==> config.mk <==
export PLATFORM = sky130hd
export DESIGN_NAME = cpc_prep
export DESIGN_NICKNAME = d
export VERILOG_FILES = /design/src/rtl/core/cpc_pkg.sv /design/src/rtl/core/cpc_prep.sv
export SDC_FILE = /design/constraint.sdc
export NUM_CORES = 2
export LEC_CHECK = 0
export BUFFER_PORTS_ARGS = -buffer_cell sky130_fd_sc_hd__clkbuf_2
export CORE_ASPECT_RATIO = 0.75
export CORE_MARGIN = 2
export CORE_UTILIZATION = 60
export DETAILED_ROUTE_END_ITERATION = 10
export PLACE_DENSITY = 0.88
export SYNTH_ARGS = -nofsm -noshare
export SYNTH_HDL_FRONTEND = slang
export SYNTH_SLANG_ARGS = --single-unit
==> constraint.sdc <==
create_clock -name clk -period 11.41 [get_ports clk]
set_input_delay 0.5705 -clock clk [delete_from_list [all_inputs] [get_ports clk]]
set_output_delay 0.5705 -clock clk [all_outputs]
set_load 0.01 [all_outputs]
==> src/rtl/core/cpc_pkg.sv <==
// ----------------------------------------------------------------------------
// cpc_pkg: shared types and constants of the cartesian/polar converter
// Holds the pipeline word, the operation code, fixed-point constants and the
// CORDIC step angle table (atan(2^-i) in centidegrees * 4096).
// ----------------------------------------------------------------------------
package cpc_pkg;

  // operation codes
  typedef enum logic {
    OP_TO_POLAR     = 1'b0,
    OP_TO_CARTESIAN = 1'b1
  } op_t;

  // datapath widths
  localparam int VEC_W = 42;   // cordic x/y vector
  localparam int ANG_W = 28;   // angle accumulator, centidegrees in Q12
  localparam int SQ_W  = 32;   // sum of squares
  localparam int RT_W  = 16;   // square root
  localparam int REM_W = 17;   // square root remainder

  localparam int CORDIC_STEPS = 20;
  localparam int SQRT_STEPS   = 16;

  // angle constants in centidegrees
  localparam int FULL_TURN_CD    = 36000;
  localparam int HALF_TURN_CD    = 18000;
  localparam int QUARTER_TURN_CD = 9000;

  localparam logic signed [ANG_W-1:0] HALF_TURN_Q12 = 28'sd73728000;
  localparam logic signed [ANG_W-1:0] HALF_LSB_Q12  = 28'sd2048;
  localparam logic signed [VEC_W-1:0] HALF_LSB_Q24  = 42'sd8388608;

  // cordic gain compensation, 0.6072529350 in Q24
  localparam logic [23:0] GAIN_Q24 = 24'd10188014;

  // step angles, atan(2^-i) degrees * 409600
  localparam logic [24:0] STEP_ANGLE [0:CORDIC_STEPS-1] = '{
    25'd18432000, 25'd10881045, 25'd5749245, 25'd2918407, 25'd1464867,
    25'd733147,   25'd366663,   25'd183343,  25'd91673,   25'd45837,
    25'd22918,    25'd11459,    25'd5730,    25'd2865,    25'd1432,
    25'd716,      25'd358,      25'd179,     25'd90,      25'd45
  };

  // word carried down the pipeline
  typedef struct packed {
    op_t                      op;
    logic                     flip;
    logic signed [VEC_W-1:0]  cx;
    logic signed [VEC_W-1:0]  cy;
    logic signed [ANG_W-1:0]  z;
    logic [SQ_W-1:0]          sq;
    logic [RT_W-1:0]          root;
    logic [REM_W-1:0]         rem;
    logic signed [15:0]       omega;
  } pipe_t;

endpackage

==> src/rtl/core/cpc_prep.sv <==
// ----------------------------------------------------------------------------
// cpc_prep: two setup stages ahead of the cordic pipeline
// Stage A squares x and y, scales rho by the gain compensation and reduces
// theta into one turn. Stage B sums the squares, folds theta into the right
// half plane and loads the cordic vector and angle.
// ----------------------------------------------------------------------------
module cpc_prep (
  input  logic                clk,
  input  logic                rst_n,
  input  logic                in_valid,
  input  cpc_pkg::op_t        in_operation,
  input  logic signed [15:0]  in_x_velocity,
  input  logic signed [15:0]  in_y_velocity,
  input  logic [15:0]         in_rho,
  input  logic signed [16:0]  in_theta,
  input  logic signed [15:0]  in_omega,
  output logic                out_valid,
  output cpc_pkg::pipe_t      out_pipe
);

  // stage A
  logic                      va_r;
  cpc_pkg::op_t              op_a_r;
  logic signed [15:0]        omega_a_r;
  logic [31:0]               sqx_nxt, sqy_nxt, sqx_a_r, sqy_a_r;
  logic [39:0]               prod_nxt, prod_a_r;
  logic signed [18:0]        t_ext;
  logic signed [18:0]        t_sel;
  logic signed [15:0]        t_a_r;
  logic signed [16:0]        xa_nxt, ya_nxt, xa_a_r, ya_a_r;
  logic                      neg_a_r, ypos_a_r;

  // stage B
  logic                      vb_r;
  cpc_pkg::pipe_t            pipe_nxt, pipe_r;
  logic signed [15:0]        t_fold;
  logic                      flip;

  // squares and gain product
  assign sqx_nxt  = 32'(in_x_velocity * in_x_velocity);
  assign sqy_nxt  = 32'(in_y_velocity * in_y_velocity);
  assign prod_nxt = 40'(in_rho) * 40'(cpc_pkg::GAIN_Q24);

  // theta modulo one turn into [-half, half)
  assign t_ext = 19'(in_theta);
  always_comb begin
    if (t_ext >= 19'(3 * cpc_pkg::HALF_TURN_CD)) begin
      t_sel = t_ext - 19'(2 * cpc_pkg::FULL_TURN_CD);
    end else if (t_ext >= 19'(cpc_pkg::HALF_TURN_CD)) begin
      t_sel = t_ext - 19'(cpc_pkg::FULL_TURN_CD);
    end else if (t_ext >= -19'(cpc_pkg::HALF_TURN_CD)) begin
      t_sel = t_ext;
    end else if (t_ext >= -19'(3 * cpc_pkg::HALF_TURN_CD)) begin
      t_sel = t_ext + 19'(cpc_pkg::FULL_TURN_CD);
    end else begin
      t_sel = t_ext + 19'(2 * cpc_pkg::FULL_TURN_CD);
    end
  end

  // mirror the left half plane onto the right
  assign xa_nxt = in_x_velocity[15] ? -17'(in_x_velocity) : 17'(in_x_velocity);
  assign ya_nxt = in_x_velocity[15] ? -17'(in_y_velocity) : 17'(in_y_velocity);

  always_ff @(posedge clk) begin
    if (!rst_n) begin
      va_r <= 1'b0;
    end else begin
      va_r <= in_valid;
    end
  end

  always_ff @(posedge clk) begin
    op_a_r    <= in_operation;
    omega_a_r <= in_omega;
    sqx_a_r   <= sqx_nxt;
    sqy_a_r   <= sqy_nxt;
    prod_a_r  <= prod_nxt;
    t_a_r     <= 16'(t_sel);
    xa_a_r    <= xa_nxt;
    ya_a_r    <= ya_nxt;
    neg_a_r   <= in_x_velocity[15];
    ypos_a_r  <= !in_y_velocity[15];
  end

  // fold theta into [-quarter, quarter], remember the half turn
  always_comb begin
    if (t_a_r > 16'(cpc_pkg::QUARTER_TURN_CD)) begin
      t_fold = t_a_r - 16'(cpc_pkg::HALF_TURN_CD);
      flip   = 1'b1;
    end else if (t_a_r < -16'(cpc_pkg::QUARTER_TURN_CD)) begin
      t_fold = t_a_r + 16'(cpc_pkg::HALF_TURN_CD);
      flip   = 1'b1;
    end else begin
      t_fold = t_a_r;
      flip   = 1'b0;
    end
  end

  // load the cordic word
  always_comb begin
    pipe_nxt       = '0;
    pipe_nxt.op    = op_a_r;
    pipe_nxt.omega = omega_a_r;
    if (op_a_r == cpc_pkg::OP_TO_CARTESIAN) begin
      pipe_nxt.flip = flip;
      pipe_nxt.cx   = cpc_pkg::VEC_W'(prod_a_r);
      pipe_nxt.cy   = '0;
      pipe_nxt.z    = cpc_pkg::ANG_W'(t_fold) <<< 12;
    end else begin
      pipe_nxt.flip = 1'b0;
      pipe_nxt.cx   = cpc_pkg::VEC_W'(xa_a_r) <<< 16;
      pipe_nxt.cy   = cpc_pkg::VEC_W'(ya_a_r) <<< 16;
      pipe_nxt.sq   = sqx_a_r + sqy_a_r;
      if (neg_a_r) begin
        pipe_nxt.z = ypos_a_r ? cpc_pkg::HALF_TURN_Q12 : -cpc_pkg::HALF_TURN_Q12;
      end else begin
        pipe_nxt.z = '0;
      end
    end
  end

  always_ff @(posedge clk) begin
    if (!rst_n) begin
      vb_r <= 1'b0;
    end else begin
      vb_r <= va_r;
    end
  end

  always_ff @(posedge clk) begin
    pipe_r <= pipe_nxt;
  end

  assign out_valid = vb_r;
  assign out_pipe  = pipe_r;

endmodule

==> Yosys cells after proc, flatten, opt, wreduce, memory -nomap -nowiden <==
Cells that the tools add are included.
{ "classes": {"addsub": 9, "multipliers": 3, "div": 0, "magnitude_cmp": 6, "n_eq_ne": 0, "shifts": 0, "muxes": 13, "bitwise_logic": 1, "n_reduce_logical": 2} }
{ "ops": {"columns": ["operator", "count"], "rows": [
  ["110-bit 2-to-1 mux", 1],
  ["16-bit 2-to-1 mux", 6],
  ["16-bit by 16-bit multiplier with 32-bit output", 2],
  ["28-bit 2-to-1 mux", 2],
  ["16-bit by 23-bit multiplier with 39-bit output, second input constant", 1],
  ["17-bit by 16-bit greater-or-equal comparator with 1-bit output, second input constant", 2],
  ["17-bit greater-or-equal comparator, second input constant", 2],
  ["16-bit negation with 17-bit output", 2],
  ["16-bit adder, second input constant", 2],
  ["32-bit adder", 1],
  ["16-bit subtractor, second input constant", 2],
  ["17-bit 2-to-1 mux", 1],
  ["16-bit by 14-bit adder with 16-bit output, second input constant", 1],
  ["16-bit by 15-bit > comparator with 1-bit output, second input constant", 1],
  ["16-bit by 15-bit < comparator with 1-bit output, second input constant", 1],
  ["16-bit by 14-bit subtractor with 16-bit output, second input constant", 1],
  ["15-bit 2-to-1 mux", 1],
  ["1-bit 2-to-1 mux", 2],
  ["2-bit OR reduction", 1],
  ["1-bit logical NOT", 1],
  ["1-bit inverter", 1]
]} }
{ "word_totals": {"register_bits": 325, "latchBits": 0, "ram_bits": 0, "rom_bits": 0, "input_bits": 85, "word_cells": 58, "memories": 0} }

==> Depth between registers and ports, before layout <==
{ "logic_depth": {"ltp_word": 5, "depth_mapped": 26, "depth_no_buf": 24} }

==> Least setup slack after synthesis <==
OpenSTA, ideal clock, no wires.
{ "synth_path": {"path_type": "input to register", "startpoint": "in in_x_velocity[15]", "endpoint": "reg sqx_a_r[31]", "setup_ns": 0.072, "arrival_ns": 6.606, "required_ns": 11.338, "setup_slack_ns": 4.731, "stages": 26, "path_cell_list": "clkbuf_1 -> clkbuf_1 -> clkbuf_1 -> nand2_1 -> inv_1 -> fa_1 -> fa_1 -> inv_1 -> fa_1 -> inv_1 -> fa_1 -> fa_1 -> inv_1 -> fa_1 -> inv_1 -> ha_1 -> clkbuf_1 -> a21o_1 -> a21o_1 -> a21oi_1 -> nand4_1 -> a41o_1 -> nand4_1 -> nor2_1 -> o41ai_1 -> xnor2_1"} }
{ "synth_via": {"elab_chain_cells": 1} }
{ "synth_lines": {"columns": ["item", "line_no", "rtl"], "rows": [
  ["start: declaration", "cpc_prep.sv:12", "input logic signed [15:0] in_x_velocity,"],
  ["16-bit by 16-bit multiplier with 32-bit output", "cpc_prep.sv:40", "assign sqx_nxt = 32'(in_x_velocity * in_x_velocity);"],
  ["via sqx_nxt[31]", "cpc_prep.sv:25", "logic [31:0] sqx_nxt, sqy_nxt, sqx_a_r, sqy_a_r;"],
  ["end signal: assignment", "cpc_prep.sv:75", "sqx_a_r <= sqx_nxt;"],
  ["end: declaration", "cpc_prep.sv:25", null]
]} }
The timed path passes the listed nets, and every way through them passes these cells.
A chain may end at the register's enable or synchronous reset.

==> Worst setup path after layout <==
{ "layout_path": {"startpoint": "in in_y_velocity[11]", "endpoint": "reg sqy_a_r[31]"} }
{ "layout_via": {"elab_chain_cells": 1} }
{ "layout_lines": {"columns": ["item", "line_no", "rtl"], "rows": [
  ["start: declaration", "cpc_prep.sv:13", "input logic signed [15:0] in_y_velocity,"],
  ["16-bit by 16-bit multiplier with 32-bit output", "cpc_prep.sv:41", "assign sqy_nxt = 32'(in_y_velocity * in_y_velocity);"],
  ["via sqy_nxt[31]", "cpc_prep.sv:25", null],
  ["end signal: assignment", "cpc_prep.sv:76", "sqy_a_r <= sqy_nxt;"],
  ["end: declaration", "cpc_prep.sv:25", null]
]} }
The timed path passes the listed nets, and every way through them passes these cells.

==> reports/metrics.cfg <==
[cts]
cts_made_buffers=34
clockRootBuffer=clkbuf_16
htreeDepth=2
post_cts_buffers=0
tritoncts=yes
clock_sinks=293
cts_hold_buf=0
path_clk_slew_ns=0.06
clockBufferDepth=3
clock_latency_ns=0.57
cts_resized=0

[critical_path]
worstPathArrival_ns=7.47
startpoint=in_y_velocity[11]
worst_setup_path_start_kind=primary input
path_class=in2reg
r2r_slack_ns=8.39
rr_endpoint=out_pipe[74]$_SDFF_PP0_
critPathMaxFanout=13
crit_end=sqy_a_r[31]$_DFF_P_
r2r-start=sqx_a_r[3]$_DFF_P_
crit_path_end_kind=register
required_ns=11.86
ff2ff_path_depth=10

[synth]
synth_cells=3711
ys_seq_area_frac=0.1663
synthArstFlopShare=0
synth_top_area_frac=0.3570
netlist_top_cells_count=957 x inv_1, 629 x fa_1, 362 x ha_1
synth_edf_count=0
synth.avg_cell_area_um2=9.506
synth_area_um2=35280
synth_area_leaders=fa_1 36%, dfxtp_1 17%, ha_1 13%, inv_1 10%, xnor2_1 3.2%
yosys_register_bits=293
synth_warnings=0
yosysMostFrequentCell=inv_1
synth_largest_area_cell=fa_1
synth.distinct_cells=81
ys.flop_type=dfxtp_1

[place]
io_buffer_count=218
gp_congestion=0.9522
dpl.hpwl_mm=64.68
post_dp_cell_area_um2=36680

[final_layout]
final_layout_size_suffix_gt1_frac=0.08318
final_core_util=0.6556
area_growth_pct=7.449
nNetsFinal=4934
final_area_um2=37900

[die]
initial_core_util=0.6101
die-area_um2=60770
fp.dieW_um=284.0
io_pins=281
die_h_um=214.0
core_area_um2=57820
rows=76

[global_route]
grt_pass1_wl_mm=131.3
antenna_found_initial=5
grtUsageTotal=0.2689
overflow=0
grt_max_degree=57
first_global_vias=26540

[sta]
tightest_slew_ns=1.219
finalCritPeriodShare=0.6151
fin_crit_ns=7.018
maxSlewViolCount=0
finalHoldViolations=0
max_slew_margin=0.1790
rsz0062_at_grt=false
tns_ns=0
finClkSkew_ns=0.01855
fmax_mhz=142.5
timing.hold.ws_ns=0.1001
setup_viol=0

[drt]
drt_iter0_drc=1854
wl_per_cell_um=16.87
avgViaCountPerCell=5.313
first_pass_iters=6
ant_nets=0
wirelength_mm=78.72
drc=0
dr_total_vias=24800

[flow_run]
drv_cap=0

[run_status]
status=completed

[min_path]
worstHoldPathType=in2reg

## area by class of cell
type                    instances  area, µm²
multi-input cells            2347      25120
fillers                      4323      19910
flip-flops and latches        293       5869
inverters                     962       3611
repair buffers                220       1106
well taps                     780      975.9
clock buffers                  41      928.4
clock inverters                20      285.3
diodes                          4      10.01
## placed cells by master (no fill, tap or decap), types with 8 or more instances in the layout
master / netlist / final
a211oi_1: 13 / 13
a21o_1: 52 / 52
a21oi_1: 106 / 106
a31oi_1: 17 / 17
and2_1: 107 / 107
clkbuf_16: 0 / 35
clkbuf_2: 0 / 218
conb_1: 1 / 62
dfxtp_1: 293 / 292
fa_1: 629 / 629
ha_1: 362 / 362
inv_1: 957 / 957
mux2_2: 20 / 20
nand2_1: 230 / 230
nand2b_1: 17 / 17
nand3_1: 23 / 23
nand4_1: 17 / 17
nor2_1: 178 / 178
nor2b_1: 36 / 36
nor3_1: 40 / 40
nor4_1: 8 / 8
o21a_1: 21 / 21
o21ai_0: 52 / 52
o21ai_1: 11 / 11
o21bai_1: 13 / 13
o22ai_1: 8 / 8
o31ai_1: 11 / 11
o41ai_1: 8 / 8
or2_2: 9 / 9
or3_1: 13 / 13
xnor2_1: 130 / 130
xor2_1: 47 / 47
## through the flow
| step | std cells | setup WS [ns] |
|---|---|---|
| 6_report | 4667 | 4.392 |
| 3_3_place_gp | 4602 | 4.208 |
| 4_1_cts | 4663 | 4.511 |
| 3_5_place_dp | 4602 | 3.954 |
| 2_1_floorplan | 3772 | 4.731 |
| 5_1_grt | 4667 | 4.017 |
## critical path: stages
cell	delay (ns)
clkbuf_2	0.25
clkinv_1	0.34
nor2_1	0.31
inv_1	0.10
fa_1	0.54
inv_1	0.05
fa_1	0.53
inv_1	0.05
fa_1	0.51
inv_1	0.06
fa_1	0.48
fa_1	0.49
inv_1	0.05
fa_1	0.48
inv_1	0.05
ha_1	0.34
a21o_1	0.19
a21o_1	0.18
a2111oi_0	0.41
o21ai_1	0.15
o21a_1	0.19
nor4_1	0.45
o21ai_1	0.27
a211oi_1	0.31
xnor2_1	0.10
## kinds of logic after synthesis
kind of cell / share of synthesized area
buf+inv: 0.1282
xor+xnor: 0.04395
compound gates: 0.07293
other cells: 0.0001063
fa+ha+maj: 0.4854
mux: 0.007520
simple gates: 0.09566
flops: 0.1663
## per-layer routing
metal / global-route usage / routed length [µm]
met5: 0 / 0
met4: 0.09070 / 2207
met3: 0.04579 / 5814
met2: 0.4372 / 37380
met1: 0.3675 / 33320
## registers in the layout, summed over array words and instances (netlist names), 16 cells and up
| signal | count |
|---|---|
| omega_a_r | 16 |
| out_pipe | 123 |
| prod_a_r | 39 |
| sqx_a_r | 31 |
| sqy_a_r | 30 |
| t_a_r | 16 |
| xa_a_r | 16 |
| ya_a_r | 17 |
## worst min-delay path by stage
stage	from	end	slack, ns	cells past startpoint
final	in_omega[2]	omega_a_r[2]$_DFF_P_	0.10	1
after floorplan	omega_a_r[0]$_DFF_P_	out_pipe[0]$_DFF_P_	0.31	0
after global routing	in_omega[2]	omega_a_r[2]$_DFF_P_	0.08	1
after detailed placement	omega_a_r[6]$_DFF_P_	out_pipe[6]$_DFF_P_	0.31	0
after CTS	in_omega[15]	omega_a_r[15]$_DFF_P_	0.07	1
after global placement	omega_a_r[5]$_DFF_P_	out_pipe[5]$_DFF_P_	0.31	0
Power is not shown: default switching activity piles up to over one toggle a cycle in this logic, so the estimate is an artifact.
