<file path="config.mk">
export PLATFORM = sky130hd
export DESIGN_NAME = cpc_post
export DESIGN_NICKNAME = d
export VERILOG_FILES = /design/src/rtl/core/cpc_pkg.sv /design/src/rtl/core/cpc_post.sv
export SDC_FILE = /design/constraint.sdc
export NUM_CORES = 1
export LEC_CHECK = 0
export BUFFER_PORTS_ARGS = -buffer_cell sky130_fd_sc_hd__buf_2
export CAP_MARGIN = 10
export CORE_MARGIN = 2
export CORE_UTILIZATION = 42
export DETAILED_ROUTE_END_ITERATION = 10
export GPL_ROUTABILITY_DRIVEN = 0
export PLACE_DENSITY = 0.84
export SYNTH_ARGS = -nofsm -noshare
export SYNTH_HDL_FRONTEND = slang
export SYNTH_SLANG_ARGS = --single-unit
</file>
<file path="constraint.sdc">
create_clock -name clk -period 4.05 [get_ports clk]
set_clock_uncertainty 0.2 [all_clocks]
set_input_delay 0.81 -clock clk [delete_from_list [all_inputs] [get_ports clk]]
set_output_delay 0.81 -clock clk [all_outputs]
set_load 0.01 [all_outputs]
</file>
<file path="src/rtl/core/cpc_pkg.sv">
// ----------------------------------------------------------------------------
// cpc_pkg: shared types and constants of the cartesian/polar converter
// Holds the pipeline word, the operation code, fixed-point constants and the
// CORDIC step angle table (atan(2^-i) in centidegrees * 4096).
// ----------------------------------------------------------------------------
package cpc_pkg;

  // operation codes
  typedef enum logic {
    OP_TO_POLAR     = 1'b0,
    OP_TO_CARTESIAN = 1'b1
  } op_t;

  // datapath widths
  localparam int VEC_W = 42;   // cordic x/y vector
  localparam int ANG_W = 28;   // angle accumulator, centidegrees in Q12
  localparam int SQ_W  = 32;   // sum of squares
  localparam int RT_W  = 16;   // square root
  localparam int REM_W = 17;   // square root remainder

  localparam int CORDIC_STEPS = 20;
  localparam int SQRT_STEPS   = 16;

  // angle constants in centidegrees
  localparam int FULL_TURN_CD    = 36000;
  localparam int HALF_TURN_CD    = 18000;
  localparam int QUARTER_TURN_CD = 9000;

  localparam logic signed [ANG_W-1:0] HALF_TURN_Q12 = 28'sd73728000;
  localparam logic signed [ANG_W-1:0] HALF_LSB_Q12  = 28'sd2048;
  localparam logic signed [VEC_W-1:0] HALF_LSB_Q24  = 42'sd8388608;

  // cordic gain compensation, 0.6072529350 in Q24
  localparam logic [23:0] GAIN_Q24 = 24'd10188014;

  // step angles, atan(2^-i) degrees * 409600
  localparam logic [24:0] STEP_ANGLE [0:CORDIC_STEPS-1] = '{
    25'd18432000, 25'd10881045, 25'd5749245, 25'd2918407, 25'd1464867,
    25'd733147,   25'd366663,   25'd183343,  25'd91673,   25'd45837,
    25'd22918,    25'd11459,    25'd5730,    25'd2865,    25'd1432,
    25'd716,      25'd358,      25'd179,     25'd90,      25'd45
  };

  // word carried down the pipeline
  typedef struct packed {
    op_t                      op;
    logic                     flip;
    logic signed [VEC_W-1:0]  cx;
    logic signed [VEC_W-1:0]  cy;
    logic signed [ANG_W-1:0]  z;
    logic [SQ_W-1:0]          sq;
    logic [RT_W-1:0]          root;
    logic [REM_W-1:0]         rem;
    logic signed [15:0]       omega;
  } pipe_t;

endpackage

</file>
<file path="src/rtl/core/cpc_post.sv">
// ----------------------------------------------------------------------------
// cpc_post: rounding, saturation and output register
// Rounds the angle to centidegrees and clamps it to a half turn, rounds the
// square root, undoes the half-turn fold and saturates x and y to 16 bits.
// ----------------------------------------------------------------------------
module cpc_post (
  input  logic                clk,
  input  logic                rst_n,
  input  logic                in_valid,
  input  cpc_pkg::pipe_t      in_pipe,
  output logic                out_valid,
  output logic signed [15:0]  out_x_out,
  output logic signed [15:0]  out_y_out,
  output logic [15:0]         out_rho_out,
  output logic signed [15:0]  out_theta_out,
  output logic signed [15:0]  out_omega_out
);

  logic                                 valid_r;
  logic signed [15:0]                   x_nxt, y_nxt, theta_nxt;
  logic [15:0]                          rho_nxt;
  logic signed [15:0]                   x_r, y_r, theta_r, omega_r;
  logic [15:0]                          rho_r;
  logic signed [cpc_pkg::ANG_W-1:0]     z_in, z_rnd;
  logic signed [cpc_pkg::VEC_W-1:0]     cx_in, cy_in, cx_f, cy_f, x_rnd, y_rnd;

  assign z_in  = in_pipe.z;
  assign cx_in = in_pipe.cx;
  assign cy_in = in_pipe.cy;

  // angle rounding, ties up
  assign z_rnd = (z_in + cpc_pkg::HALF_LSB_Q12) >>> 12;

  // undo the fold, round x and y
  assign cx_f  = in_pipe.flip ? -cx_in : cx_in;
  assign cy_f  = in_pipe.flip ? -cy_in : cy_in;
  assign x_rnd = (cx_f + cpc_pkg::HALF_LSB_Q24) >>> 24;
  assign y_rnd = (cy_f + cpc_pkg::HALF_LSB_Q24) >>> 24;

  always_comb begin
    x_nxt     = '0;
    y_nxt     = '0;
    rho_nxt   = '0;
    theta_nxt = '0;
    if (in_pipe.op == cpc_pkg::OP_TO_CARTESIAN) begin
      // saturate to 16-bit signed
      if (x_rnd > cpc_pkg::VEC_W'(32767)) begin
        x_nxt = 16'sd32767;
      end else if (x_rnd < -cpc_pkg::VEC_W'(32768)) begin
        x_nxt = -16'sd32768;
      end else begin
        x_nxt = 16'(x_rnd);
      end
      if (y_rnd > cpc_pkg::VEC_W'(32767)) begin
        y_nxt = 16'sd32767;
      end else if (y_rnd < -cpc_pkg::VEC_W'(32768)) begin
        y_nxt = -16'sd32768;
      end else begin
        y_nxt = 16'(y_rnd);
      end
    end else begin
      // round to nearest root
      if (in_pipe.rem > cpc_pkg::REM_W'(in_pipe.root)) begin
        rho_nxt = in_pipe.root + 16'd1;
      end else begin
        rho_nxt = in_pipe.root;
      end
      // clamp to a half turn
      if (z_rnd > cpc_pkg::ANG_W'(cpc_pkg::HALF_TURN_CD)) begin
        theta_nxt = 16'(cpc_pkg::HALF_TURN_CD);
      end else if (z_rnd < -cpc_pkg::ANG_W'(cpc_pkg::HALF_TURN_CD)) begin
        theta_nxt = -16'(cpc_pkg::HALF_TURN_CD);
      end else begin
        theta_nxt = 16'(z_rnd);
      end
    end
  end

  always_ff @(posedge clk) begin
    if (!rst_n) begin
      valid_r <= 1'b0;
    end else begin
      valid_r <= in_valid;
    end
  end

  always_ff @(posedge clk) begin
    x_r     <= x_nxt;
    y_r     <= y_nxt;
    rho_r   <= rho_nxt;
    theta_r <= theta_nxt;
    omega_r <= in_pipe.omega;
  end

  assign out_valid     = valid_r;
  assign out_x_out     = x_r;
  assign out_y_out     = y_r;
  assign out_rho_out   = rho_r;
  assign out_theta_out = theta_r;
  assign out_omega_out = omega_r;

endmodule

</file>
Word-level counts from Yosys, hierarchy flattened
Cells that the tools add are included.
{"block": "op_classes", "addsub": 6, "magnitude_cmp": 7, "mux": 9, "bitwise": 1, "n_reduce_logical": 4}
{"op": "$add A42 B25 Y42 const B", "count": 2}
{"op": "$mux W42", "count": 2}
{"op": "$neg A42 Y42", "count": 2}
{"op": "$mux W16", "count": 4}
{"op": "$mux W15", "count": 3}
{"op": "$gt A18 B16 Y1 const B", "count": 2}
{"op": "$lt A18 B16 Y1 const B", "count": 2}
{"op": "$add A28 B13 Y28 const B", "count": 1}
{"op": "$gt A17 B16 Y1", "count": 1}
{"op": "$add A16 B1 Y16 const B", "count": 1}
{"op": "$gt A16 B16 Y1 const B", "count": 1}
{"op": "$lt A16 B16 Y1 const B", "count": 1}
{"op": "$reduce_or A2 Y1", "count": 3}
{"op": "$reduce_or A3 Y1", "count": 1}
{"op": "$not A1 Y1", "count": 1}
{"block": "word_totals", "ff_bits": 81, "in_bits": 198}

Depth between registers and ports, before layout
Gate-level depths: netlist (run 1).
{"block": "logic_depth", "word_depth": 6, "depth_mapped": 16}

Least setup slack after synthesis (run 1)
No wires, ideal clock.
{"block": "synth_path", "kind": "in2reg", "startpoint": "input port in_pipe[193] (netlist name)", "endpoint": "register x_r[10], in the netlist out_x_out[10]", "arrival_time_ns": 4.036, "required_ns": 3.726, "slack_ns": -0.310, "cell_stages": 15, "path_buffers": 6, "path_cell_list": "clkbuf_1 -> buf_1 -> clkbuf_1 -> clkbuf_1 -> o21ai_0 -> xnor2_1 -> ha_1 -> or3b_1 -> buf_2 -> nor3_1 -> and3_1 -> a21oi_1 -> o21ai_1 -> buf_2 -> o21ai_0"}
{"block": "synth_between", "elab_chain_cells": 5, "elab_cells_between_ends": 6}
{"item": "start, declared", "line_no": "cpc_post.sv:10", "rtl": "input cpc_pkg::pipe_t in_pipe,"}
{"item": "$mux W42 *", "line_no": "cpc_post.sv:35", "rtl": "assign cx_f = in_pipe.flip ? -cx_in : cx_in;"}
{"item": "$add A42 B25 Y42 *", "line_no": "cpc_post.sv:37", "rtl": "assign x_rnd = (cx_f + cpc_pkg::HALF_LSB_Q24) >>> 24;"}
{"item": "$lt A18 B16 Y1", "line_no": "cpc_post.sv:49", "rtl": "end else if (x_rnd < -cpc_pkg::VEC_W'(32768)) begin"}
{"item": "$mux W16", "line_no": "cpc_post.sv:49"}
{"item": "$mux W15 *", "line_no": "cpc_post.sv:47", "rtl": "if (x_rnd > cpc_pkg::VEC_W'(32767)) begin"}
{"item": "end signal, assigned", "line_no": "cpc_post.sv:88", "rtl": "x_r <= x_nxt;"}
{"item": "end, declared", "line_no": "cpc_post.sv:22", "rtl": "logic signed [15:0] x_r, y_r, theta_r, omega_r;"}
Mark *: on every way between the ends. The rest lies on a longest branch, timed or not.
A chain may end at the register's enable or synchronous reset.

Worst setup path after layout (run 1)
{"block": "layout_path", "startpoint": "input port in_pipe[114] (netlist name)", "endpoint": "register y_r[1], in the netlist out_y_out[1]"}
{"block": "layout_between", "elab_chain_cells": 6, "elab_cells_between_ends": 7}
{"item": "$neg A42 Y42", "line_no": "cpc_post.sv:36", "rtl": "assign cy_f = in_pipe.flip ? -cy_in : cy_in;"}
{"item": "$mux W42 *", "line_no": "cpc_post.sv:36"}
{"item": "$add A42 B25 Y42 *", "line_no": "cpc_post.sv:38", "rtl": "assign y_rnd = (cy_f + cpc_pkg::HALF_LSB_Q24) >>> 24;"}
{"item": "$lt A18 B16 Y1", "line_no": "cpc_post.sv:56", "rtl": "end else if (y_rnd < -cpc_pkg::VEC_W'(32768)) begin"}
{"item": "$mux W16", "line_no": "cpc_post.sv:56"}
{"item": "$mux W15 *", "line_no": "cpc_post.sv:54", "rtl": "if (y_rnd > cpc_pkg::VEC_W'(32767)) begin"}
{"item": "end signal, assigned", "line_no": "cpc_post.sv:89", "rtl": "y_r <= y_nxt;"}
{"item": "end, declared", "line_no": "cpc_post.sv:22"}
Marked as above.

==> results by stage, run 1 <==
Place:
- Once placement completed, the tool counted placed cells totaling roughly 1100.
- The HPWL after detailed placement is between 10 and 15 mm.
- During placement, the flow inserted port buffers numbering between 200 and 250.

Power and ir drop:
- The cell internal power dissipation is around 0.0017 W.
- The net switching component of the power is 0.0006545 W.
- The share of total power in the clock network is between 30 and 40%.
- Dividing total power by cell area gives a power density of ~320 nW/um^2.
- The share of total power dissipated in sequential elements is a little under two fifths.
- In this run switching power makes up 28.16% of total power.
- Across the VDD grid, the largest voltage drop is approximately 0.16 mV.
- The share of total power dissipated in combinational logic is around 25%.
- The leakage power figure is about 3.4 nW.

Routing:
- The number of violations reported at the end of detailed-routing iteration 0 is 293.
- The post-route antenna net violation count is 0.
- Dividing the detail-routed wire length by the instance count gives 13.20 um.
- The first detailed-routing pass ran for 5 iterations.
- The remaining routing DRC violations is 0.
- The total wire length is around 15 mm.
- In the routed layout, each cell is associated on average with a via count of approximately 5.2.
- The final route contains slightly below 6000 vias.

Global route:
- The total global-route track usage is a little over a fifth.
- The pin count of the biggest net entering global routing is 37.
- The via count of the first global-routing pass is approximately 5300.
- The remaining global-route overflow is 0.
- The global-route wire length before repair is around 24 mm.
- The initial antenna violation count is 0.

Synthesis:
- The share of cell area taken by muxes after synthesis is less than 1%.
- When the netlist entered floorplanning its net count stood at 899.
- For this run, the leading register cell type out of synthesis is sky130_fd_sc_hd__dfxtp_1.
- In this run, synthesis produced a sequential element count of 81.
- Sequential elements use between 20% and 30% of the synthesized area.
- The combinational family with the most area after synthesis is simple AND/OR/NAND/NOR gates.
- The synthesized netlist devotes 24.64% of its cell area to simple gates.
- The instance count of the mapped netlist is 680.
- For this run, the number of Yosys warnings is 0.
- The number of enable-type register cells in the synthesized netlist is 0.
- The mapped netlist covers around 5400 um^2.
- After synthesis, the netlist uses 70 different library cells.
- The area fraction in compound gates after synthesis is 21.15%.
- Of the total synthesized cell area, the portion taken by full adders, half adders and majority gates is around 4.9%.
- The xor and xnor area share after synthesis is 13.59%.
- Of all flip-flops after synthesis, the portion carrying an async set or reset was 0%.
- The synthesized area divided by synthesized cell count is 7.962 um^2.

Setup path:
- STA puts the critical path data arrival time at 3.74 ns.
- The sort of element at the end of the critical path is a register.
- The dominant cell type by count on the critical path is sky130_fd_sc_hd__nand2_1.
- The largest individual stage delay along the critical path comes from the cell sky130_fd_sc_hd__or4_1.
- The worst stage delay on the critical path is roughly 0.42 ns.
- The critical path goes through buf_2 -> nor4_2 -> nand2_1 -> buf_4 -> or4_1 -> nand2_1 -> xnor2_1 -> ha_1 -> nand3_1 -> o21ai_2 -> and4bb_2 -> nand4_1 -> and3_1 -> a31oi_4 -> buf_12 -> o21ai_0.
- The worst setup path is of the input port to register kind.
- Of all nets on the critical path, the largest fanout is 15.
- STA classifies the critical path startpoint as an input port.
- The endpoint required time on the critical path is a little over 4 ns.

Min path:
- The tightest min-delay check is of the input port to register type.

Finish:
- The repair_antennas step left the layout with diodes totalling 0.
- In the layout the commonest cells are sky130_fd_sc_hd__buf_2, sky130_fd_sc_hd__dfxtp_1, sky130_fd_sc_hd__nor2_1.
- The post-route netlist has 35.71% of its cells at a drive strength greater than 1.
- The non-filler instance count after layout is around 1100.
- Cells fill approximately three fifths of the core in the end.
- Leaving out fill and tap cells, the most frequent cell in the layout is sky130_fd_sc_hd__buf_2.
- The layout filler cell count is between 1000 and 1500.
- The number of nets in the final layout is around 1200.
- Compared with the post-synthesis result, the final layout area differs by 35.82%.

Clock network:
- The count of clock tree sinks is 81.
- The tree is rooted in a sky130_fd_sc_hd__clkbuf_16.
- Buffers added to address setup during post-CTS repair amount to 0.
- TritonCTS built the clock tree.
- The clock passes through at most 2 buffers.
- The clock slew seen by the registers of the worst setup and hold paths is around 0.06 ns.
- The total number of H-tree levels is 3.
- In this run, CTS created clock tree buffers numbering 9.

STA:
- The final-layout worst hold slack is approximately 0.37 ns.
- The ratio of final minimum period to clock period is between 90% and 100%.
- The worst path in the final design needs a cycle of 3.730 ns, including I/O delays and setup.
- Setup repair after global routing left no endpoint under its margin.
- The highest clock rate is around 270 MHz.
- The final max-slew violation count is 0.
- Measured against its own limit, the worst slew margin works out to between 50 and 60%.
- The count of endpoints failing setup in the final report is 0.
- For the pin with the worst max-slew slack, the measured transition is between 0.6 and 0.7 ns.
- The final count of hold timing violations is 0.

Die:
- The die height is approximately 120 um.
- During I/O placement, the number of pins put on the boundary was ~280.
- The initial utilization of the core area, before any placement, comes to between 40% and 50%.
- The die width is about 120 um.
- The die footprint is about 14000 um^2.
- The core region is about 13000 um^2.
- The cell row count is slightly above 40.

Run status:
- The run finished with clean final reports.

Flow run:
- The count of maximum capacitance violations is 0.
[through the flow]
stage,area (um^2),worst slack (ns),total power (W),setup TNS [ns]
global route,7353,0.02132,0.002436,0
global placement,7005,-0.1601,0.001480,-2.339
floorplan,5435,0.006812,0.001236,0
CTS,7322,0.05345,0.002342,0
detailed placement,7005,-0.3100,0.001495,-3.981
finish,7353,0.3200,0.002325,0
[worst paths after layout]
| path | from | endpoint | slack [ns] | cells after the start |
|---|---|---|---|---|
| min | in_pipe[9] | out_omega_out[9]$_DFF_P_ | 0.37 | 1 |
| max | in_pipe[114] | out_y_out[1]$_SDFF_PN0_ | 0.32 | 16 |
[cell type report]
class                           count  area (um^2)  share of cell area (%)
Inverter                           32        120.1                   1.633
Sequential cell                    81         1622                   22.05
Multi-Input combinational cell    531         3556                   48.36
Clock inverter                      3        46.29                  0.6296
Tap cell                          172        215.2                   2.927
Timing Repair Buffer              278         1524                   20.72
Clock buffer                       13        270.3                   3.675
[critical path, delay by kind of cell]
| kind | cells | cell delay, ns |
|---|---|---|
| AOI/OAI and AO/OA | 3 | 0.45 |
| xor gates and xnor gates | 1 | 0.12 |
| buffers and inverters | 3 | 0.43 |
| and+or+nand+nor | 8 | 1.72 |
| adders and majority gates | 1 | 0.21 |
[what timing repair did]
action | CTS | global route
gates resized for setup | 0 | 6
hold buffers | 0 | 0
endpoints found under the setup margin | 0 | 20
[logic make-up (layout without fill, tap and decap cells)]
group | count (synthesis) | after routing
buf+inv | 68 | 326
compound gates | 165 | 165
simple gates | 258 | 258
flops | 81 | 81
mux | 3 | 3
fa+ha+maj | 21 | 21
xor+xnor | 84 | 84
[metal layers]
metal / share of wire (%) / global-route usage [%]
met1: 43 / 26.02
met4: 2.1 / 8.509
met3: 6.1 / 2.713
met2: 49 / 36.55
met5: 0 / 0
[synthesized netlist by cell type, types with 14 or more instances]
cell / n / area (um^2)
sky130_fd_sc_hd__a21oi_1: 27 / 135.1
sky130_fd_sc_hd__clkbuf_1: 23 / 86.33
sky130_fd_sc_hd__dfxtp_1: 81 / 1622
sky130_fd_sc_hd__ha_1: 21 / 262.8
sky130_fd_sc_hd__inv_1: 31 / 116.4
sky130_fd_sc_hd__nand2_1: 55 / 206.5
sky130_fd_sc_hd__nand3_1: 22 / 110.1
sky130_fd_sc_hd__nand4_1: 15 / 93.84
sky130_fd_sc_hd__nor2_1: 61 / 229.0
sky130_fd_sc_hd__nor3_1: 19 / 95.09
sky130_fd_sc_hd__o21ai_0: 48 / 240.2
sky130_fd_sc_hd__o31ai_1: 16 / 120.1
sky130_fd_sc_hd__or3_1: 14 / 87.58
sky130_fd_sc_hd__xnor2_1: 59 / 516.8
sky130_fd_sc_hd__xor2_1: 25 / 219.0
[registers in the layout, indices dropped and copies added, names as in the netlist]
name,cells
out_valid,1
out_theta_out,16
out_rho_out,16
out_omega_out,16
out_y_out,16
out_x_out,16
[power groups by stage]
stage          clock [W]  combinational (W)  sequential [W]
6_report        0.000846           0.000588        0.000891
5_1_grt         0.000891           0.000647        0.000898
4_1_cts         0.000862           0.000588        0.000893
3_5_place_dp           0           0.000586        0.000910
3_3_place_gp           0           0.000573        0.000908
2_1_floorplan          0           0.000283        0.000952
No activity file was read; power rests on OpenSTA's default activity.
==> run 2, diff against run 1 <==
--- a/config.mk
+++ b/config.mk
@@ -12,6 +12,7 @@
 export DETAILED_ROUTE_END_ITERATION = 10
 export GPL_ROUTABILITY_DRIVEN = 0
 export PLACE_DENSITY = 0.84
+export SETUP_SLACK_MARGIN = 0.4
 export SYNTH_ARGS = -nofsm -noshare
 export SYNTH_HDL_FRONTEND = slang
 export SYNTH_SLANG_ARGS = --single-unit
==> run 2 against run 1 <==
First-iteration DRC count grew 64%. Via count grew 2.3%. Die area is the same. Final cell count shrank 0.18%. Critical path type unchanged. Largest power group unchanged.
==> results by stage, run 2 (synthesized netlist as in run 1, its figures left out) <==
STA:
- The final max-slew violation count came to 0.
- The post-route setup TNS is 0 ns.
- The count of endpoints failing setup in the final report is 0.
- Setup repair after global routing could not meet its margin everywhere.
- The final critical-path required period is 3.652 ns.
- The worst pin sits at a relative slew slack of around three fifths.
- The final count of hold timing violations came to 0.
- At the pin with the least slew margin, the transition time is approximately 0.58 ns.
- The highest clock rate is between 200 and 300 MHz.
- The ratio of final minimum period to clock period is roughly nine tenths.

Min path:
- The class of the most critical hold timing path is input port to register.

Clock network:
- The H-tree generated during clock tree synthesis spans 3 levels.
- TritonCTS built the clock tree.
- Clock tree synthesis inserted a total of 9 buffers.
- The clock slew seen by the registers of the worst setup and hold paths is approximately 0.060 ns.
- The number of buffers inserted by hold repair at cts is 0.
- The tree is rooted in a sky130_fd_sc_hd__clkbuf_16.
- The deepest clock path buffer count is 2.
- The count of clock tree sinks is roughly 80.

Finish:
- The layout filler cell count is ~1100.
- The number of nets in the final layout is roughly 1200.
- The register cell area after layout is about 1600 um^2.
- The final antenna diode count is 0.
- In the final layout, the multi-input gates occupy between 3000 and 4000 um^2.
- The library cells used most frequently in the layout, excluding fill and tap cells, are sky130_fd_sc_hd__buf_2, sky130_fd_sc_hd__dfxtp_1, sky130_fd_sc_hd__nor2_1.
- The layout cell share with drive strength beyond 1 is around two fifths.
- The most frequent standard cell in the layout excluding fill and tap cells is sky130_fd_sc_hd__buf_2.
- The layout overhead on the synthesized area is 40.79%.
- After routing the design area is 7622 um^2.

Global route:
- The first global-routing pass estimated between 20 and 25 mm of wire.
- In the global route stage, overall resource usage came out at a little over a fifth.
- Entering global routing, the biggest net connects 36 pins.
- The initial antenna violation count is 0.
- After global routing, the most crowded layer is met2.
- The via count of the first global-routing pass came to between 5000 and 6000.
- For this run the aggregate overflow at the end of global routing stands at 0.
- For met2 alone, demand over resource in global routing was 38.27%.
- The met1 track utilization from global routing is roughly 26%.
- The met3 usage in global routing is ~3.8%.

Die:
- The initial standard-cell utilization of the core is between 40 and 50%.
- The cell row count is between 40 and 50.
- The area of the core is roughly 13000 um^2.
- Measured along the y axis, the die boundary spans about 120 um.
- The die width is roughly 120 um.
- The die footprint is ~14000 um^2.
- The count of boundary I/O pins is ~280.

Routing:
- The remaining routing DRC violations is 0.
- The total wire length is ~16 mm.
- The post-route antenna net violation count is 0.
- The number of vias in the routed layout is slightly below 6000.
- The number of violations reported at the end of detailed-routing iteration 0 is 480.
- The number of search-and-repair iterations in the first detailed-routing pass is 5.
- After detailed routing, the number of vias per cell comes to about 5.3.
- After detailed routing, the average wire length per cell comes to between 10 and 15 um.

Setup path:
- Grouping stages by cell kind, the critical path spends the most delay in simple AND/OR/NAND/NOR gates.
- Counting both buffers and inverters, the worst setup path holds a total of 2.
- Data on the critical path is required at its endpoint by 4.08 ns.
- The data arrival time at the worst-slack endpoint is around 3.7 ns.
- The worst setup path is captured at a register.
- Along the worst path, the maximum fanout reaches 7.
- The worst stage delay on the critical path is between 0.5 and 0.6 ns.
- Traced cell by cell, the critical path runs through buf_6 -> nor4_4 -> nand2_2 -> or4_4 -> nand2_4 -> xnor2_2 -> ha_2 -> nand3_2 -> o21ai_4 -> and4bb_2 -> nand4_1 -> and3_4 -> a31oi_4 -> clkbuf_16 -> o21ai_2.
- The cell with the largest stage delay on the worst path is sky130_fd_sc_hd__or4_4.
- The class of the most critical setup path is input port to register.
- The launching element type of the critical path is an input port.

Power and ir drop:
- Summed over all cells, the static leakage comes to between 3 and 4 nW.
- The largest vdd supply drop is 0.1806 mV.
- The power density over the cells is roughly 320 nW/um^2.

Flow run:
- The count of maximum capacitance violations is 0.

Place:
- The placed instances occupy a cell area of 7063 um^2.
- The number of I/O port buffers is approximately 240.
- The HPWL after detailed placement is 12.19 mm.

Run status:
- The flow ran to the end, and the final reports show no timing, DRC or antenna violations.
-- run 2: cell types whose count changed in the layout (fill, tap and decap cells not counted), sizes merged --
cell	delta
clkinv	+1
clkinvlp	-1
bufinv	+1
buf	-3
-- run 2: final cells by class --
type | count | share of cell area [%]
Clock buffer | 12 | 3.365
Clock inverter | 4 | 0.9685
Inverter | 32 | 1.576
Multi-Input combinational cell | 531 | 49.47
Sequential cell | 81 | 21.27
Tap cell | 172 | 2.823
Timing Repair Buffer | 276 | 20.52
-- run 2: per-layer routing --
| metal | wire, um | vias to the layer above |
|---|---|---|
| li1 | - | 2923 |
| met1 | 6497 | 2683 |
| met3 | 1026 | 24 |
| met4 | 295 | 0 |
| met2 | 7786 | 275 |
| met5 | 0 | - |
-- run 2: timing repair --
action,CTS,global route
setup endpoints to repair,4,46
pin swaps,3,19
setup buffers,2,7
cloned,0,1
gates resized for setup,2,29
-- run 2: final timing paths --
kind  cells past startpoint         start                        to
max                      15  in_pipe[126]  out_y_out[12]$_SDFF_PN0_
min                       1    in_pipe[1]  out_omega_out[1]$_DFF_P_
-- run 2: per-stage QoR --
stage                     worst slack (ns)  instances  power [W]  hold WS (ns)  utilization, %
after global placement              0.1162       1082   0.001494        0.7119           55.97
after floorplan                     0.2234        680   0.001248        0.6377               -
final                               0.3976       1108   0.002404        0.3670           60.40
after global routing                0.2546       1108   0.002521        0.3589           60.40
after CTS                           0.4033       1100   0.002398        0.3566           58.77
after detailed placement          0.006105       1082   0.001509        0.7140           55.97
-- run 2: power breakdown --
| group | total, W | switching, W | internal, W |
|---|---|---|---|
| Sequential | 0.000891 | 0.0000166 | 0.000874 |
| Clock | 0.000889 | 0.000315 | 0.000574 |
| Combinational | 0.000624 | 0.000343 | 0.000282 |
==> run 3, diff against run 2 <==
--- a/config.mk
+++ b/config.mk
@@ -12,6 +12,7 @@
 export DETAILED_ROUTE_END_ITERATION = 10
 export GPL_ROUTABILITY_DRIVEN = 0
 export PLACE_DENSITY = 0.84
+export RECOVER_POWER = 100
 export SETUP_SLACK_MARGIN = 0.4
 export SYNTH_ARGS = -nofsm -noshare
 export SYNTH_HDL_FRONTEND = slang
==> run 3 against run 2 <==
Die area did not move. Utilization is 1.2 points lower. Total power shrank 0.93%. Fmax fell by 2.4%. Critical path type unchanged.
==> results by stage, run 3 (synthesized netlist as in run 1, its figures left out) <==
Setup path:
- Along the worst path, the maximum fanout reaches 7.
- STA classifies the critical path startpoint as an input port.
- The sort of element at the end of the critical path is a register.
- Data arrives at the worst endpoint at between 3 and 4 ns.
- At the worst endpoint, the required time is ~4 ns.
- The class of the most critical setup path is input port to register.

Finish:
- The library cell used most frequently in the layout, excluding fill and tap cells, is sky130_fd_sc_hd__buf_2.
- The filler cells instantiated in the layout total around 1200.
- The final antenna diode count is 0.
- The register cell area after layout is about 1600 um^2.
- In the layout the commonest cells are sky130_fd_sc_hd__buf_2, sky130_fd_sc_hd__clkbuf_1, sky130_fd_sc_hd__dfxtp_1.
- The combined area of the multi-input logic cells is 3740 um^2.
- The layout cell share with drive strength beyond 1 is between 20 and 30%.
- The number of nets in the final layout is between 1000 and 1500.
- The layout overhead on the synthesized area is 38.11%.

Global route:
- The first global-routing pass estimated approximately 25 mm of wire.
- The via count of the first global-routing pass is approximately 5400.
- Entering global routing, the biggest net connects 36 pins.
- The total overflow left after global routing is 0.
- The initial antenna violation count is 0.
- The total global-route track usage is between 20% and 30%.

Die:
- Once the floorplan was initialized, standard cells occupied a little over two fifths of the core.
- The die height is around 120 um.
- The floorplan step defined a die boundary enclosing between 10000 and 15000 um^2.
- The die is 117.5 um wide.
- The area of the core is approximately 13000 um^2.
- The cell row count is 41.
- During I/O placement, the number of pins put on the boundary was 279.

STA:
- The final critical-path required period is 3.743 ns.
- The highest clock rate is approximately 270 MHz.
- The final max-slew violation count is 0.
- The actual slew at the worst max-slew pin is around 0.54 ns.
- The final count of hold timing violations is 0.
- Of the available clock period, the critical path in the final layout requires 92.42%.
- Setup repair after global routing could not meet its margin everywhere.
- The final-layout worst hold slack is between 0.3 and 0.4 ns.
- Setup violations remaining at the end of the flow were counted as 0.
- The post-route setup TNS is 0 ns.
- The normalized max-slew margin is between 60% and 70%.

Power and ir drop:
- Summed over all nets, the switching power comes to between 0.0006 and 0.0007 W.
- Combinational logic burns between 20% and 30% of the power.
- Power spread over the standard cell area amounts to ~320 nW/um^2.
- The proportion of total power due to net switching is around 28%.
- The share of total power in sequential cells is a little under two fifths.
- Summed over all cells, the static leakage comes to 3.149 nW.
- VDD sags by at most around 0.18 mV.
- The share of total power in the clock network is 37.3%.
- The internal portion of the total power is 0.001707 W.

Routing:
- The total wire length is 15.69 mm.
- For this run, design rule violations remaining after detail routing come to 0.
- The routed layout has between 5000 and 6000 vias.
- In the final routed layout, each cell accounts on average for 14.16 um.
- Dividing the detail-routed via count by the number of cells gives 5.354.
- The post-route antenna net violation count is 0.
- The number of violations reported at the end of detailed-routing iteration 0 is between 400 and 500.
- The number of search-and-repair iterations in the first detailed-routing pass is 6.

Clock network:
- Hold repair after CTS inserted 0 buffers.
- The clock slew seen by the registers of the worst setup and hold paths is roughly 0.060 ns.
- The number of buffers inserted during clock tree synthesis is 9.
- TritonCTS built the clock tree.
- The tree is rooted in a sky130_fd_sc_hd__clkbuf_16.
- The deepest clock path buffer count is 2.
- The count of clock tree sinks is 81.
- The clock tree synthesis step divided the H-tree into 3 levels.

Min path:
- The worst hold path belongs to the class input port to register.

Flow run:
- The count of maximum capacitance violations is 0.

Place:
- The HPWL after detailed placement is around 12 mm.
- Port buffering added 235 buffers.

Run status:
- The flow ran to the end, and the final reports show no timing, DRC or antenna violations.
## run 3: cell type report
class                           instances  area share, %
Multi-Input combinational cell        531          50.02
Clock inverter                          4         0.9873
Inverter                               32          1.606
Sequential cell                        81          21.69
Clock buffer                           12          3.430
Tap cell                              172          2.878
Timing Repair Buffer                  276          19.39
## run 3: worst paths after layout
| kind | from | to | slack [ns] | depth (start not counted) |
|---|---|---|---|---|
| min | in_pipe[1] | out_omega_out[1]$_DFF_P_ | 0.37 | 1 |
| max | in_pipe[126] | out_y_out[7]$_SDFF_PN0_ | 0.31 | 15 |
## run 3: critical path, stage by stage
cell,delay [ns]
sky130_fd_sc_hd__buf_6,0.10
sky130_fd_sc_hd__nor4_4,0.26
sky130_fd_sc_hd__nand2_1,0.19
sky130_fd_sc_hd__or4_4,0.58
sky130_fd_sc_hd__nand2_4,0.08
sky130_fd_sc_hd__xnor2_2,0.10
sky130_fd_sc_hd__ha_1,0.22
sky130_fd_sc_hd__nand3_2,0.10
sky130_fd_sc_hd__o21ai_4,0.16
sky130_fd_sc_hd__and4bb_1,0.29
sky130_fd_sc_hd__nand4_1,0.15
sky130_fd_sc_hd__and3_1,0.25
sky130_fd_sc_hd__a31oi_4,0.22
sky130_fd_sc_hd__clkbuf_16,0.20
sky130_fd_sc_hd__o21ai_2,0.05
## run 3: what timing repair did
action,4_1_cts,5_1_grt
endpoints found under the setup margin,4,46
pin swaps,3,19
buffers inserted,2,7
gates cloned,0,1
resized for setup,2,29
## run 3: metal layers
metal	track usage (%)	routed length, um	vias up	share of wire (%)
met2	38.27	7778	278	50
met1	25.93	6517	2703	42
met4	7.229	294	0	1.9
li1	-	-	2926	-
met5	0	0	-	0
met3	3.828	1098	25	7.0
## run 3: metrics by stage
stage          std cells  worst slack [ns]  utilization, %  area [um^2]  total power (W)
3_5_place_dp        1082          0.006105           55.97         7063         0.001509
4_1_cts             1100            0.4033           58.77         7417         0.002398
3_3_place_gp        1082            0.1162           55.97         7063         0.001494
6_report            1108            0.3069           59.25         7477         0.002382
5_1_grt             1108            0.1448           59.25         7477         0.002499
2_1_floorplan        680            0.2234               -         5583         0.001248
## run 3: power by group through the flow
stage               sequential (W)  clock [W]  combinational [W]
finish                    0.000894   0.000888           0.000600
global route              0.000900   0.000941           0.000659
CTS                       0.000892   0.000903           0.000603
detailed placement        0.000909          0           0.000600
global placement          0.000906          0           0.000588
floorplan                 0.000952          0           0.000295
